`config.mk`:
```
export PLATFORM = sky130hd
export DESIGN_NAME = heap_sort_engine
export DESIGN_NICKNAME = d
export VERILOG_FILES = /design/src/rtl/hse_pkg.sv /design/src/rtl/hse_ram.sv /design/src/rtl/hse_datapath.sv /design/src/rtl/hse_ctrl.sv /design/src/rtl/heap_sort_engine.sv
export SDC_FILE = /design/constraint.sdc
export NUM_CORES = 2
export LEC_CHECK = 0
export BUFFER_PORTS_ARGS = -buffer_cell sky130_fd_sc_hd__buf_2
export CAP_MARGIN = 15
export CORE_UTILIZATION = 65
export DETAILED_ROUTE_END_ITERATION = 6
export GPL_TIMING_DRIVEN = 1
export MAX_ROUTING_LAYER = met4
export PLACE_DENSITY = 0.86
export SLEW_MARGIN = 20
export SYNTH_ARGS = -nofsm -noshare
export SYNTH_HDL_FRONTEND = slang
export SYNTH_SLANG_ARGS = --single-unit
```
`constraint.sdc`:
```
create_clock -name clk -period 10.4 [get_ports clk]
set_input_delay 1.56 -clock clk [delete_from_list [all_inputs] [get_ports clk]]
set_output_delay 1.56 -clock clk [all_outputs]
set_load 0.01 [all_outputs]
```
`src/rtl/hse_pkg.sv`:
```
package hse_pkg;

    localparam int KEY_W    = 8;
    localparam int HANDLE_W = 16;
    localparam int ENTRY_W  = KEY_W + HANDLE_W;

    // One input request
    typedef struct packed {
        logic signed [KEY_W-1:0] sort_key;
        logic [HANDLE_W-1:0]     handle;
        logic                    last_item;
    } item_t;

    // One sorted result
    typedef struct packed {
        logic signed [KEY_W-1:0] sorted_key;
        logic [HANDLE_W-1:0]     sorted_handle;
        logic                    run_end;
        logic                    overflowed;
    } result_t;

    // Stored entry
    typedef struct packed {
        logic signed [KEY_W-1:0] key;
        logic [HANDLE_W-1:0]     handle;
    } entry_t;

    typedef enum logic [3:0] {
        S_IDLE,
        S_B_RD,
        S_B_HOLD,
        S_CHK,
        S_LEFT,
        S_RIGHT,
        S_CMP,
        S_X_CHK,
        S_X_RDE,
        S_X_SWAP,
        S_OUT,
        S_FLUSH
    } ctl_state_t;

    // Memory read address source
    typedef enum logic [2:0] {
        RD_BUILD,
        RD_LEFT,
        RD_RIGHT,
        RD_ROOT,
        RD_EXT,
        RD_OUT
    } rd_sel_t;

    // Memory write source
    typedef enum logic [2:0] {
        WR_NONE,
        WR_LOAD,
        WR_SWAP,
        WR_CHILD,
        WR_HOLD
    } wr_sel_t;

    typedef struct packed {
        logic    load;
        logic    init_build;
        logic    dec_build;
        logic    init_ext;
        logic    dec_ext;
        logic    init_out;
        logic    adv_out;
        logic    emit;
        logic    clear_set;
        logic    take_hold_build;
        logic    take_root;
        logic    take_swap;
        logic    take_left;
        logic    pick_right;
        logic    move_down;
        rd_sel_t rd_sel;
        wr_sel_t wr_sel;
    } cmd_t;

    typedef struct packed {
        logic has_left;
        logic has_right;
        logic hold_loses;
        logic b_zero;
        logic e_zero;
        logic out_last;
    } status_t;

endpackage

```
`src/rtl/hse_ram.sv`:
```
module hse_ram #(
    parameter int WIDTH = 24,
    parameter int DEPTH = 64
) (
    input  logic                                         clk,
    input  logic                                         wr_en,
    input  logic [((DEPTH > 1) ? $clog2(DEPTH) : 1)-1:0] wr_addr,
    input  logic [WIDTH-1:0]                             wr_data,
    input  logic [((DEPTH > 1) ? $clog2(DEPTH) : 1)-1:0] rd_addr,
    output logic [WIDTH-1:0]                             rd_data
);

    logic [WIDTH-1:0] mem [DEPTH];

    // Write port
    always_ff @(posedge clk)
    begin
        if (wr_en)
        begin
            mem[wr_addr] <= wr_data;
        end
    end

    // Registered read port
    always_ff @(posedge clk)
    begin
        rd_data <= mem[rd_addr];
    end

endmodule

```
`src/rtl/hse_datapath.sv`:
```
module hse_datapath #(
    parameter int MAX_ITEMS = 64
) (
    input  logic             clk,
    input  logic             rst_n,
    input  hse_pkg::item_t   item,
    input  hse_pkg::cmd_t    cmd,
    output hse_pkg::status_t status,
    output hse_pkg::result_t result,
    output logic             result_valid
);

    localparam int ADDR_W = (MAX_ITEMS > 1) ? $clog2(MAX_ITEMS) : 1;
    localparam int IDX_W  = ADDR_W + 1;

    logic [IDX_W-1:0]  count_reg;
    logic              ovf_reg;
    logic [IDX_W-1:0]  n_reg;
    logic [IDX_W-1:0]  len_reg;
    logic [ADDR_W-1:0] b_reg;
    logic [ADDR_W-1:0] e_reg;
    logic [ADDR_W-1:0] k_reg;
    logic [ADDR_W-1:0] i_reg;
    logic [ADDR_W-1:0] cidx_reg;
    logic              emit_reg;
    logic              last_reg;

    hse_pkg::entry_t   hold_reg;
    hse_pkg::entry_t   child_reg;
    hse_pkg::entry_t   tmp_reg;

    logic                        full;
    logic                        load_ok;
    logic [IDX_W-1:0]            count_after;
    logic [IDX_W-1:0]            l_idx;
    logic [IDX_W:0]              r_idx;
    logic [IDX_W-1:0]            n_last;
    logic                        right_wins;

    logic                        wr_en;
    logic [ADDR_W-1:0]           wr_addr;
    logic [hse_pkg::ENTRY_W-1:0] wr_data;
    logic [ADDR_W-1:0]           rd_addr;
    logic [hse_pkg::ENTRY_W-1:0] rd_data;
    hse_pkg::entry_t             rd_entry;
    hse_pkg::entry_t             in_entry;

    assign full        = (count_reg == IDX_W'(MAX_ITEMS));
    assign load_ok     = cmd.load && !full;
    assign count_after = count_reg + IDX_W'(load_ok);

    // Child indexes of the current sift position
    assign l_idx  = {i_reg, 1'b1};
    assign r_idx  = {({1'b0, i_reg} + {{ADDR_W{1'b0}}, 1'b1}), 1'b0};
    assign n_last = n_reg - {{(IDX_W-1){1'b0}}, 1'b1};

    assign rd_entry        = hse_pkg::entry_t'(rd_data);
    assign in_entry.key    = item.sort_key;
    assign in_entry.handle = item.handle;

    assign right_wins = ($signed(child_reg.key) < $signed(rd_entry.key));

    // Status back to the controller
    assign status.has_left   = (l_idx < len_reg);
    assign status.has_right  = (r_idx < {1'b0, len_reg});
    assign status.hold_loses = ($signed(hold_reg.key) < $signed(child_reg.key));
    assign status.b_zero     = (b_reg == '0);
    assign status.e_zero     = (e_reg == '0);
    assign status.out_last   = ({1'b0, k_reg} == n_last);

    // Select read address
    always_comb
    begin
        case (cmd.rd_sel)
            hse_pkg::RD_BUILD: rd_addr = b_reg;
            hse_pkg::RD_LEFT:  rd_addr = l_idx[ADDR_W-1:0];
            hse_pkg::RD_RIGHT: rd_addr = r_idx[ADDR_W-1:0];
            hse_pkg::RD_ROOT:  rd_addr = '0;
            hse_pkg::RD_EXT:   rd_addr = e_reg;
            hse_pkg::RD_OUT:   rd_addr = k_reg;
            default:           rd_addr = '0;
        endcase
    end

    // Select write address and data
    always_comb
    begin
        wr_en   = 1'b0;
        wr_addr = i_reg;
        wr_data = hold_reg;
        case (cmd.wr_sel)
            hse_pkg::WR_LOAD:
            begin
                wr_en   = load_ok;
                wr_addr = count_reg[ADDR_W-1:0];
                wr_data = in_entry;
            end
            hse_pkg::WR_SWAP:
            begin
                wr_en   = 1'b1;
                wr_addr = e_reg;
                wr_data = tmp_reg;
            end
            hse_pkg::WR_CHILD:
            begin
                wr_en   = 1'b1;
                wr_data = child_reg;
            end
            hse_pkg::WR_HOLD:
            begin
                wr_en   = 1'b1;
                wr_data = hold_reg;
            end
            default:
            begin
                wr_en = 1'b0;
            end
        endcase
    end

    hse_ram #(
        .WIDTH (hse_pkg::ENTRY_W),
        .DEPTH (MAX_ITEMS)
    ) u_store (
        .clk     (clk),
        .wr_en   (wr_en),
        .wr_addr (wr_addr),
        .wr_data (wr_data),
        .rd_addr (rd_addr),
        .rd_data (rd_data)
    );

    // Track set size, overflow and the sort indexes
    always_ff @(posedge clk or negedge rst_n)
    begin
        if (!rst_n)
        begin
            count_reg <= '0;
            ovf_reg   <= 1'b0;
            n_reg     <= '0;
            len_reg   <= '0;
            b_reg     <= '0;
            e_reg     <= '0;
            k_reg     <= '0;
            i_reg     <= '0;
            cidx_reg  <= '0;
            emit_reg  <= 1'b0;
            last_reg  <= 1'b0;
        end
        else
        begin
            emit_reg <= cmd.emit;
            last_reg <= cmd.emit && status.out_last;
            if (cmd.load)
            begin
                count_reg <= count_after;
                if (full)
                begin
                    ovf_reg <= 1'b1;
                end
            end
            if (cmd.clear_set)
            begin
                count_reg <= '0;
                ovf_reg   <= 1'b0;
            end
            if (cmd.init_build)
            begin
                n_reg <= count_after;
                b_reg <= count_after[IDX_W-1:1];
            end
            if (cmd.dec_build)
            begin
                b_reg <= b_reg - ADDR_W'(1);
            end
            if (cmd.init_ext)
            begin
                e_reg <= n_last[ADDR_W-1:0];
            end
            if (cmd.dec_ext)
            begin
                e_reg <= e_reg - ADDR_W'(1);
            end
            if (cmd.init_out)
            begin
                k_reg <= '0;
            end
            if (cmd.adv_out)
            begin
                k_reg <= k_reg + ADDR_W'(1);
            end
            if (cmd.take_hold_build)
            begin
                i_reg   <= b_reg;
                len_reg <= n_reg;
            end
            if (cmd.take_swap)
            begin
                i_reg   <= '0;
                len_reg <= {1'b0, e_reg};
            end
            if (cmd.take_left)
            begin
                cidx_reg <= l_idx[ADDR_W-1:0];
            end
            if (cmd.pick_right && right_wins)
            begin
                cidx_reg <= r_idx[ADDR_W-1:0];
            end
            if (cmd.move_down)
            begin
                i_reg <= cidx_reg;
            end
        end
    end

    // Hold the sifted entry, the larger child and the swapped-out root
    always_ff @(posedge clk)
    begin
        if (cmd.take_hold_build || cmd.take_swap)
        begin
            hold_reg <= rd_entry;
        end
        if (cmd.take_root)
        begin
            tmp_reg <= rd_entry;
        end
        if (cmd.take_left || (cmd.pick_right && right_wins))
        begin
            child_reg <= rd_entry;
        end
    end

    // Drive the result from the registered memory read
    assign result_valid         = emit_reg;
    assign result.sorted_key    = rd_entry.key;
    assign result.sorted_handle = rd_entry.handle;
    assign result.run_end       = last_reg;
    assign result.overflowed    = ovf_reg;

    // The set never grows past capacity
    a_count_bound: assert property (@(posedge clk) disable iff (!rst_n)
        count_reg <= IDX_W'(MAX_ITEMS))
        else $error("item count exceeds capacity");

    // A sift only descends into a child inside the heap
    a_move_in_heap: assert property (@(posedge clk) disable iff (!rst_n)
        cmd.move_down |-> ({1'b0, cidx_reg} < len_reg))
        else $error("sift moved outside the heap");

    // The last result of a run starts a fresh set
    a_run_clears: assert property (@(posedge clk) disable iff (!rst_n)
        (emit_reg && last_reg) |=> (count_reg == '0 && !ovf_reg))
        else $error("set not cleared after run end");

endmodule

```
`src/rtl/hse_ctrl.sv`:
```
module hse_ctrl (
    input  logic             clk,
    input  logic             rst_n,
    input  logic             start,
    input  logic             last_item,
    input  hse_pkg::status_t status,
    output hse_pkg::cmd_t    cmd,
    output logic             busy
);

    hse_pkg::ctl_state_t state_reg;
    hse_pkg::ctl_state_t state_next;
    logic                extract_reg;
    logic                extract_next;

    // State register
    always_ff @(posedge clk or negedge rst_n)
    begin
        if (!rst_n)
        begin
            state_reg   <= hse_pkg::S_IDLE;
            extract_reg <= 1'b0;
        end
        else
        begin
            state_reg   <= state_next;
            extract_reg <= extract_next;
        end
    end

    // Next state and commands
    always_comb
    begin
        state_next   = state_reg;
        extract_next = extract_reg;
        cmd          = '0;
        cmd.rd_sel   = hse_pkg::RD_OUT;
        cmd.wr_sel   = hse_pkg::WR_NONE;
        busy         = 1'b1;
        case (state_reg)
            hse_pkg::S_IDLE:
            begin
                busy = 1'b0;
                if (start)
                begin
                    cmd.load   = 1'b1;
                    cmd.wr_sel = hse_pkg::WR_LOAD;
                    if (last_item)
                    begin
                        cmd.init_build = 1'b1;
                        extract_next   = 1'b0;
                        state_next     = hse_pkg::S_B_RD;
                    end
                end
            end
            hse_pkg::S_B_RD:
            begin
                cmd.rd_sel = hse_pkg::RD_BUILD;
                state_next = hse_pkg::S_B_HOLD;
            end
            hse_pkg::S_B_HOLD:
            begin
                cmd.take_hold_build = 1'b1;
                state_next          = hse_pkg::S_CHK;
            end
            hse_pkg::S_CHK, hse_pkg::S_CMP:
            begin
                if (state_reg == hse_pkg::S_CHK && status.has_left)
                begin
                    cmd.rd_sel = hse_pkg::RD_LEFT;
                    state_next = hse_pkg::S_LEFT;
                end
                else if (state_reg == hse_pkg::S_CMP && status.hold_loses)
                begin
                    cmd.wr_sel    = hse_pkg::WR_CHILD;
                    cmd.move_down = 1'b1;
                    state_next    = hse_pkg::S_CHK;
                end
                else
                begin
                    // Place the held entry and finish this sift
                    cmd.wr_sel = hse_pkg::WR_HOLD;
                    if (!extract_reg)
                    begin
                        if (status.b_zero)
                        begin
                            cmd.init_ext = 1'b1;
                            extract_next = 1'b1;
                        end
                        else
                        begin
                            cmd.dec_build = 1'b1;
                        end
                        state_next = status.b_zero ? hse_pkg::S_X_CHK : hse_pkg::S_B_RD;
                    end
                    else
                    begin
                        cmd.dec_ext = 1'b1;
                        state_next  = hse_pkg::S_X_CHK;
                    end
                end
            end
            hse_pkg::S_LEFT:
            begin
                cmd.take_left = 1'b1;
                if (status.has_right)
                begin
                    cmd.rd_sel = hse_pkg::RD_RIGHT;
                    state_next = hse_pkg::S_RIGHT;
                end
                else
                begin
                    state_next = hse_pkg::S_CMP;
                end
            end
            hse_pkg::S_RIGHT:
            begin
                cmd.pick_right = 1'b1;
                state_next     = hse_pkg::S_CMP;
            end
            hse_pkg::S_X_CHK:
            begin
                if (status.e_zero)
                begin
                    cmd.init_out = 1'b1;
                    state_next   = hse_pkg::S_OUT;
                end
                else
                begin
                    cmd.rd_sel = hse_pkg::RD_ROOT;
                    state_next = hse_pkg::S_X_RDE;
                end
            end
            hse_pkg::S_X_RDE:
            begin
                cmd.take_root = 1'b1;
                cmd.rd_sel    = hse_pkg::RD_EXT;
                state_next    = hse_pkg::S_X_SWAP;
            end
            hse_pkg::S_X_SWAP:
            begin
                cmd.take_swap = 1'b1;
                cmd.wr_sel    = hse_pkg::WR_SWAP;
                state_next    = hse_pkg::S_CHK;
            end
            hse_pkg::S_OUT:
            begin
                cmd.rd_sel = hse_pkg::RD_OUT;
                cmd.emit   = 1'b1;
                if (status.out_last)
                begin
                    state_next = hse_pkg::S_FLUSH;
                end
                else
                begin
                    cmd.adv_out = 1'b1;
                end
            end
            hse_pkg::S_FLUSH:
            begin
                cmd.clear_set = 1'b1;
                state_next    = hse_pkg::S_IDLE;
            end
            default:
            begin
                state_next = hse_pkg::S_IDLE;
            end
        endcase
    end

    // Requests are only taken while idle
    a_load_idle: assert property (@(posedge clk) disable iff (!rst_n)
        cmd.load |-> (state_reg == hse_pkg::S_IDLE))
        else $error("load outside idle");

    // A sort always ends by clearing the set in the flush state before going idle
    a_flush_to_idle: assert property (@(posedge clk) disable iff (!rst_n)
        (state_reg == hse_pkg::S_FLUSH) |=> (state_reg == hse_pkg::S_IDLE))
        else $error("flush did not return to idle");

    // A result is only emitted after the extraction phase
    a_emit_after_ext: assert property (@(posedge clk) disable iff (!rst_n)
        cmd.emit |-> extract_reg)
        else $error("emit before extraction");

endmodule

```
`src/rtl/heap_sort_engine.sv`:
```
// Load: one cycle per request; busy stays low until the item marked last is taken.
// Sort: a build sift reads its entry (B_RD, B_HOLD), an extraction sift swaps the root
// out (X_CHK, X_RDE, X_SWAP); each level then runs CHK, LEFT, RIGHT (if a right child
// exists) and CMP, and the entry is placed where it stops; n/2 + n sifts in all.
// Output: one result per cycle on result_valid, the receiver cannot stall; busy drops
// the cycle after the last result. Reset (rst_n, async, low) clears count, flag and FSM.
module heap_sort_engine #(
    parameter int MAX_ITEMS = 64
) (
    input  logic             clk,
    input  logic             rst_n,
    input  logic             start,
    input  hse_pkg::item_t   item,
    output logic             busy,
    output hse_pkg::result_t result,
    output logic             result_valid
);

    hse_pkg::cmd_t    cmd;
    hse_pkg::status_t status;

    hse_ctrl u_ctrl (
        .clk       (clk),
        .rst_n     (rst_n),
        .start     (start),
        .last_item (item.last_item),
        .status    (status),
        .cmd       (cmd),
        .busy      (busy)
    );

    hse_datapath #(
        .MAX_ITEMS (MAX_ITEMS)
    ) u_datapath (
        .clk          (clk),
        .rst_n        (rst_n),
        .item         (item),
        .cmd          (cmd),
        .status       (status),
        .result       (result),
        .result_valid (result_valid)
    );

endmodule

```
### Yosys cells after proc, flatten, opt, wreduce, memory -nomap -nowiden

Memory sizes are Yosys's and may differ from the RTL's. A register that Yosys moved wholly into a read port is not among the register bits.
Cells that the tools add are included.

* flip-flop bits (word level): 131
* RAM bits: 1536
* input bits: 28
* output and inout port bits: 28
* word-level logic and storage cells: 155
* memories kept: 1

Memories
* u_datapath.u_store.mem: words 64, width 24, read ports 1, clocked after Yosys merged registers in 1, write ports 1, line hse_ram.sv:13 `logic [WIDTH-1:0] mem [DEPTH];`

* add/sub/neg operators: 6
* order comparisons: 4
* eq/ne operators: 26
* muxes and demuxes: 72
* reductions and logical operators: 27

Operator list (count)
* $pmux W24 S3: 1
* $mux W6: 11
* $pmux W4 S9: 1
* $pmux W6 S5: 1
* $mux W1: 28
* $mux W7: 4
* $mux W3: 9
* $mux W4: 6
* $eq A4 B3 Y1 const B: 4
* $eq A4 B4 Y1 const B: 4
* $lt A8 B8 Y1: 2
* $reduce_bool A2 Y1: 8
* $pmux W3 S5: 1
* $logic_not A6 Y1: 2
* $mux W2: 6
* $pmux W6 S2: 1
* $sub A6 B1 Y6 const B: 2
* $eq A3 B2 Y1 const B: 3
* $eq A3 B3 Y1 const B: 3
* $pmux W3 S3: 1
* $eq A4 B2 Y1 const B: 2
* $lt A8 B7 Y1: 1
* $ne A2 B2 Y1 const B: 4
* $add A6 B1 Y7 const B: 1
* 21 further kinds: 29

### Longest topological paths before layout

* word-level depth: 10
* gate-level depth with buffers: 20
* gate-level depth less buffers: 14

### By module

A second synthesis with hierarchy kept.

* cell total of the unflattened synthesis: 3337
* area total of the unflattened synthesis: 66750.3 um2

Modules (own cells, without submodules)
* hse_ram: instances 1, cells each 2610, area each 59295.6 um2
* hse_datapath: instances 1, cells each 637, area each 6854.1 um2
* hse_ctrl: instances 1, cells each 90, area each 600.6 um2

### Worst setup path after synthesis

OpenSTA, ideal clock, no wires.

* path type: input to register
* start: input start
* end: memory u_datapath.u_store.mem[0][22] (data pin)
* setup time: 0.702 ns
* data arrival time: 5.292 ns
* data required time: 9.698 ns
* slack: 4.406 ns
* stages: 8
* path through: and2_1 clkbuf_1 clkbuf_1 clkbuf_1 a22oi_1 nand2_1 o21ai_0 o21ai_0

* longest elaborated chain between the ends: 4

Ends and longest elaborated chain
* start: declaration: line heap_sort_engine.sv:12 `input logic start,`
* $mux W1 *: line hse_ctrl.sv:44 `if (start)`
* $pmux W3 S3 *: line hse_ctrl.sv:40 `case (state_reg)`
* $eq A3 B2 Y1 or $eq A3 B1 Y1 (tied branches): line hse_datapath.sv:91 `case (cmd.wr_sel)`
* $pmux W24 S3 *: line hse_datapath.sv:91
* named net u_datapath.u_store.wr_data[22]: line hse_ram.sv:8 `input logic [WIDTH-1:0] wr_data,`
* end: declaration: line hse_ram.sv:13

The timed path passes the listed nets; every way through them passes the cells marked *.

### Worst setup path in the final report

* start: register u_datapath.i_reg[1]
* end: register u_datapath.u_store.rd_data[0], read port of u_datapath.u_store.mem

* longest elaborated chain between the ends: 6

Ends and longest elaborated chain
* start: declaration: line hse_datapath.sv:23 `logic [ADDR_W-1:0] i_reg;`
* start signal: assignment: line hse_datapath.sv:194 `i_reg <= b_reg;`
* start signal: assignment: line hse_datapath.sv:212 `i_reg <= cidx_reg;`
* $add A6 B1 Y7 or $lt A7 B7 Y1 (tied branches): line hse_datapath.sv:54, hse_datapath.sv:64
* $lt A8 B7 Y1 or $logic_and A1 B1 Y1 (tied branches): line hse_datapath.sv:65, hse_ctrl.sv:68
* $mux W3, on equally long branches: line hse_ctrl.sv:106, hse_ctrl.sv:68
* $pmux W3 S5: line hse_ctrl.sv:40
* $eq A3 B3 Y1, or another cell as far along: line hse_datapath.sv:74 `case (cmd.rd_sel)`
* $pmux W6 S5 *: line hse_datapath.sv:74
* end: declaration: line hse_ram.sv:10 `output logic [WIDTH-1:0] rd_data`

Every way passes the cells marked *; elsewhere a longest branch is shown, timed or not.
A chain may end at the register's enable or synchronous reset.

==> flow_summary.json <==
{
  "outcome": "finished, violations left",
  "violations": "DRC",
  "design_power_total_mw": 26.45,
  "io-pin-count": 56,
  "reported_leakage_power_nw": 26.17,
  "floorplan.die_area_um2": 105600,
  "grt_pass1_wl_um": 281600,
  "max-vdd-ir-drop_v": 0.0006689,
  "primary_flip_flop_cell_chosen_by_synthesis_mapping": "sky130_fd_sc_hd__edfxtp_1",
  "die-height_um": 325.0,
  "number_of_enable_type_register_cells_in_the_synthesized_netlist": 1608,
  "power.combinational.fraction_pct": 41.3,
  "rows": 118,
  "synth_warnings": 0,
  "placement.io_buffers": 55,
  "critical_path.max_fanout": 133,
  "total_wirelength_of_the_detailed_routed_design_um": 194700,
  "drt_iter0_drc": 8019,
  "postLayoutCoreUtil_pct": 72.63,
  "report.final.hold_viol_count": 0,
  "pre_cts_slack_ps": 4422,
  "total_clock_buffers_created_by_cts": 162,
  "track_usage_pct": 37.75,
  "finish.net_count": 4895,
  "grt_overflow_total": 0,
  "power_switching_share_pct": 41.74,
  "synth_top_cells_by_area": "sky130_fd_sc_hd__edfxtp_1 (71%), sky130_fd_sc_hd__nand2_1 (5.8%), sky130_fd_sc_hd__mux2i_1 (4.6%)",
  "wire_per_inst_um": 30.58,
  "finalSetupViolCount": 0,
  "largest_reg_flops": 1536,
  "post_synthesis_cell_area_um2": 67830,
  "r2r_end": "u_datapath.u_store.rd_data[0]",
  "detailroute.via_count": 44880,
  "worstSkewPairLatency_ps": 800,
  "max_freq_ghz": 0.1600,
  "clock_skew_ps": 35.73,
  "drive_above_1_share_pct": 10.95,
  "wirelength_met1_um": 62920,
  "final_max_slew_viol_count": 0,
  "cts_sinks": 1691,
  "seq_area_frac_synth_pct": 74.07,
  "core_region_area_um2": 103500,
  "maxCapViolations": 0,
  "final_weighted_congestion_in_routability_driven_placement": 0.9690,
  "r2r.worst_path.cells": 16,
  "finalHoldWorstSlack_ps": 519.2,
  "sequentialPowerShare_pct": 37.1,
  "ctsRootBufferMaster": "sky130_fd_sc_hd__clkbuf_16",
  "fill_cells": 5790,
  "synthesized_netlist_net_count": 4834,
  "finalWorstSetupSlack_ps": 4149,
  "vias_per_cell": 7.047,
  "rsz0062_at_grt": "no",
  "synth_cell_type_count": 87,
  "area_growth_syn_to_fin_pct": 10.82,
  "maximum_clock_insertion_buffer_count": 3,
  "drt_first_pass_iters": 7,
  "remaining_design_rule_violation_count": 1,
  "synth_area_leader_cell": "sky130_fd_sc_hd__edfxtp_1",
  "cts_hold_repair.buffers": 0,
  "power.density_cell_area_nw_per_um2": 351.9,
  "worst-setup-path-type": "register to register",
  "floorplan.initialDensity_pct": 65.54,
  "clockPowerShare_pct": 21.5,
  "async_reset_ff_share_pct": 3.489,
  "number_of_global_route_vias_before_repair": 43750,
  "multi_input_area_um2": 16560,
  "number_of_gates_resized_after_cts": 0,
  "timing.setup.tns_ps": 0,
  "min_period_ps": 6251,
  "regToRegSetupSlack_ps": 4150,
  "synth_largest_type_area_fraction_pct": 71.19,
  "cts_tree": "built",
  "slew_headroom_pct": 18.92,
  "synthesis.area_per_instance_um2": 14.22,
  "arrival_time_of_the_worst_setup_path_ps": 6900,
  "synthCells": 4771,
  "post_cts.repair.setup_buffers": 0,
  "rr_startpoint": "u_datapath.i_reg[1]",
  "synth.most_common_cell": "sky130_fd_sc_hd__edfxtp_1",
  "regArea_um2": 50240,
  "placed_cells_incl_taps": 6046,
  "design_area_um2": 75170,
  "post-dp-hpwl_um": 107000,
  "postSynthRegisterBits": 1691,
  "min-delay-path-class": "register to register",
  "hp-start": "u_datapath.cidx_reg[0]",
  "start_kind": "register",
  "htreeDepth": 4,
  "cp.required_ps": 11050,
  "cp_endpoint_kind": "register",
  "highest_layer": "met4",
  "min_delay_worst_endpoint": "u_datapath.cidx_reg[0]",
  "met3RoutedLength_um": 30280,
  "cts.clk_slew.worst_paths_ps": 60,
  "final-instance-count-excl-fill": 6368,
  "largest_net_degree_at_the_start_of_global_routing": 173,
  "synth_commonest_cells": "sky130_fd_sc_hd__edfxtp_1 (1,608), sky130_fd_sc_hd__nand2_1 (1,040), sky130_fd_sc_hd__nand3_1 (403), sky130_fd_sc_hd__mux2i_1 (310), sky130_fd_sc_hd__nor2_1 (145)",
  "internal_power_mw": 15.41,
  "net-switching-power_mw": 11.04,
  "antenna_found_initial": 19,
  "slew_of_the_pin_with_the_lowest_slew_margin_ps": 1216,
  "drt.antenna.violating_nets": 0,
  "final.period_utilization_pct": 60.10,
  "register_containing_the_most_flip_flops_in_the_final_layout": "u_datapath.u_store.mem",
  "die-width_um": 325.0,
  "post_dp_cell_area_um2": 70080,
  "holdPathStages": 2,
  "wire_length_on_met2_um": 87830
}
==> worst max path at each step <==
stage / from / end / slack (ps) / cells after the start
2_1_floorplan: start / u_datapath.u_store.mem[0][22] / 4410 / 8
4_1_cts: u_datapath.i_reg[1] / u_datapath.u_store.rd_data[19] / 4380 / 16
6_report: u_datapath.i_reg[1] / u_datapath.u_store.rd_data[0] / 4150 / 16
5_1_grt: u_datapath.i_reg[1] / u_datapath.u_store.rd_data[5] / 3960 / 16
3_3_place_gp: u_datapath.i_reg[1] / u_datapath.u_store.rd_data[16] / 4520 / 16
3_5_place_dp: u_datapath.i_reg[1] / u_datapath.u_store.rd_data[5] / 4420 / 16
==> worst max-delay path, stage by stage (launching register included) <==
cell	delay (ps)
sky130_fd_sc_hd__dfrtp_1	590
sky130_fd_sc_hd__ha_1	290
sky130_fd_sc_hd__nand3_1	110
sky130_fd_sc_hd__xnor2_1	290
sky130_fd_sc_hd__ha_1	310
sky130_fd_sc_hd__a21o_1	160
sky130_fd_sc_hd__a21oi_1	200
sky130_fd_sc_hd__nand2_1	130
sky130_fd_sc_hd__o21ai_1	280
sky130_fd_sc_hd__and2_4	560
sky130_fd_sc_hd__buf_12	540
sky130_fd_sc_hd__buf_12	650
sky130_fd_sc_hd__mux2i_1	270
sky130_fd_sc_hd__a32oi_1	70
sky130_fd_sc_hd__nand4_1	240
sky130_fd_sc_hd__o21ai_0	440
sky130_fd_sc_hd__or4_1	660
==> power groups by stage <==
stage | sequential, mW | combinational (mW) | clock (mW)
6_report | 9.82 | 10.9 | 5.69
5_1_grt | 9.83 | 11.3 | 5.91
4_1_cts | 9.78 | 10.5 | 5.66
3_5_place_dp | 9.91 | 10.3 | 0
3_3_place_gp | 9.89 | 9.94 | 0
2_1_floorplan | 9.83 | 6.79 | 0
==> layout by cell type (no fill, tap or decap), drive strengths merged, types with 18 or more instances in the layout <==
cell	count
a22o	21
o32a	42
a22oi	44
a21o	21
nand3	403
nand2	1041
nor2	148
nor3	20
inv	73
and3	18
diode	22
o221ai	44
a32oi	93
dfrtp	59
nand4	143
buf	181
o22ai	19
dfxtp	24
clkinv	62
or4	19
a21oi	53
o21ai	77
clkbuf	218
a31oi	37
mux2i	310
ha	35
edfxtp	1608
==> cell families (layout without fill, tap and decap cells) <==
logic type | Yosys count | after routing | synth area share, %
AND/OR/NAND/NOR | 1844 | 1844 | 11.96
adder cells (fa/ha/maj) | 35 | 35 | 0.6456
AO/OA/AOI/OAI | 517 | 517 | 5.890
multiplexers | 315 | 315 | 4.658
flip-flops | 1691 | 1691 | 74.07
buffers and inverters | 348 | 543 | 2.501
other | 0 | 22 | 0
XOR/XNOR | 21 | 21 | 0.2712
==> layout make-up <==
cell class | instances | share of cell area [%]
Antenna cell | 22 | 0.07324
Sequential cell | 1691 | 66.84
Clock inverter | 82 | 0.8905
Inverter | 62 | 0.3096
Tap cell | 1380 | 2.297
Clock buffer | 216 | 5.788
Multi-Input combinational cell | 2732 | 22.03
Timing Repair Buffer | 183 | 1.774
==> per-layer routing <==
metal,GRT usage (%),vias up
met1,45.73,21540
met3,11.82,892
met2,55.83,4221
met4,22.87,0
li1,-,18220
met5,-,-
(Power assumes the default switching activity.)
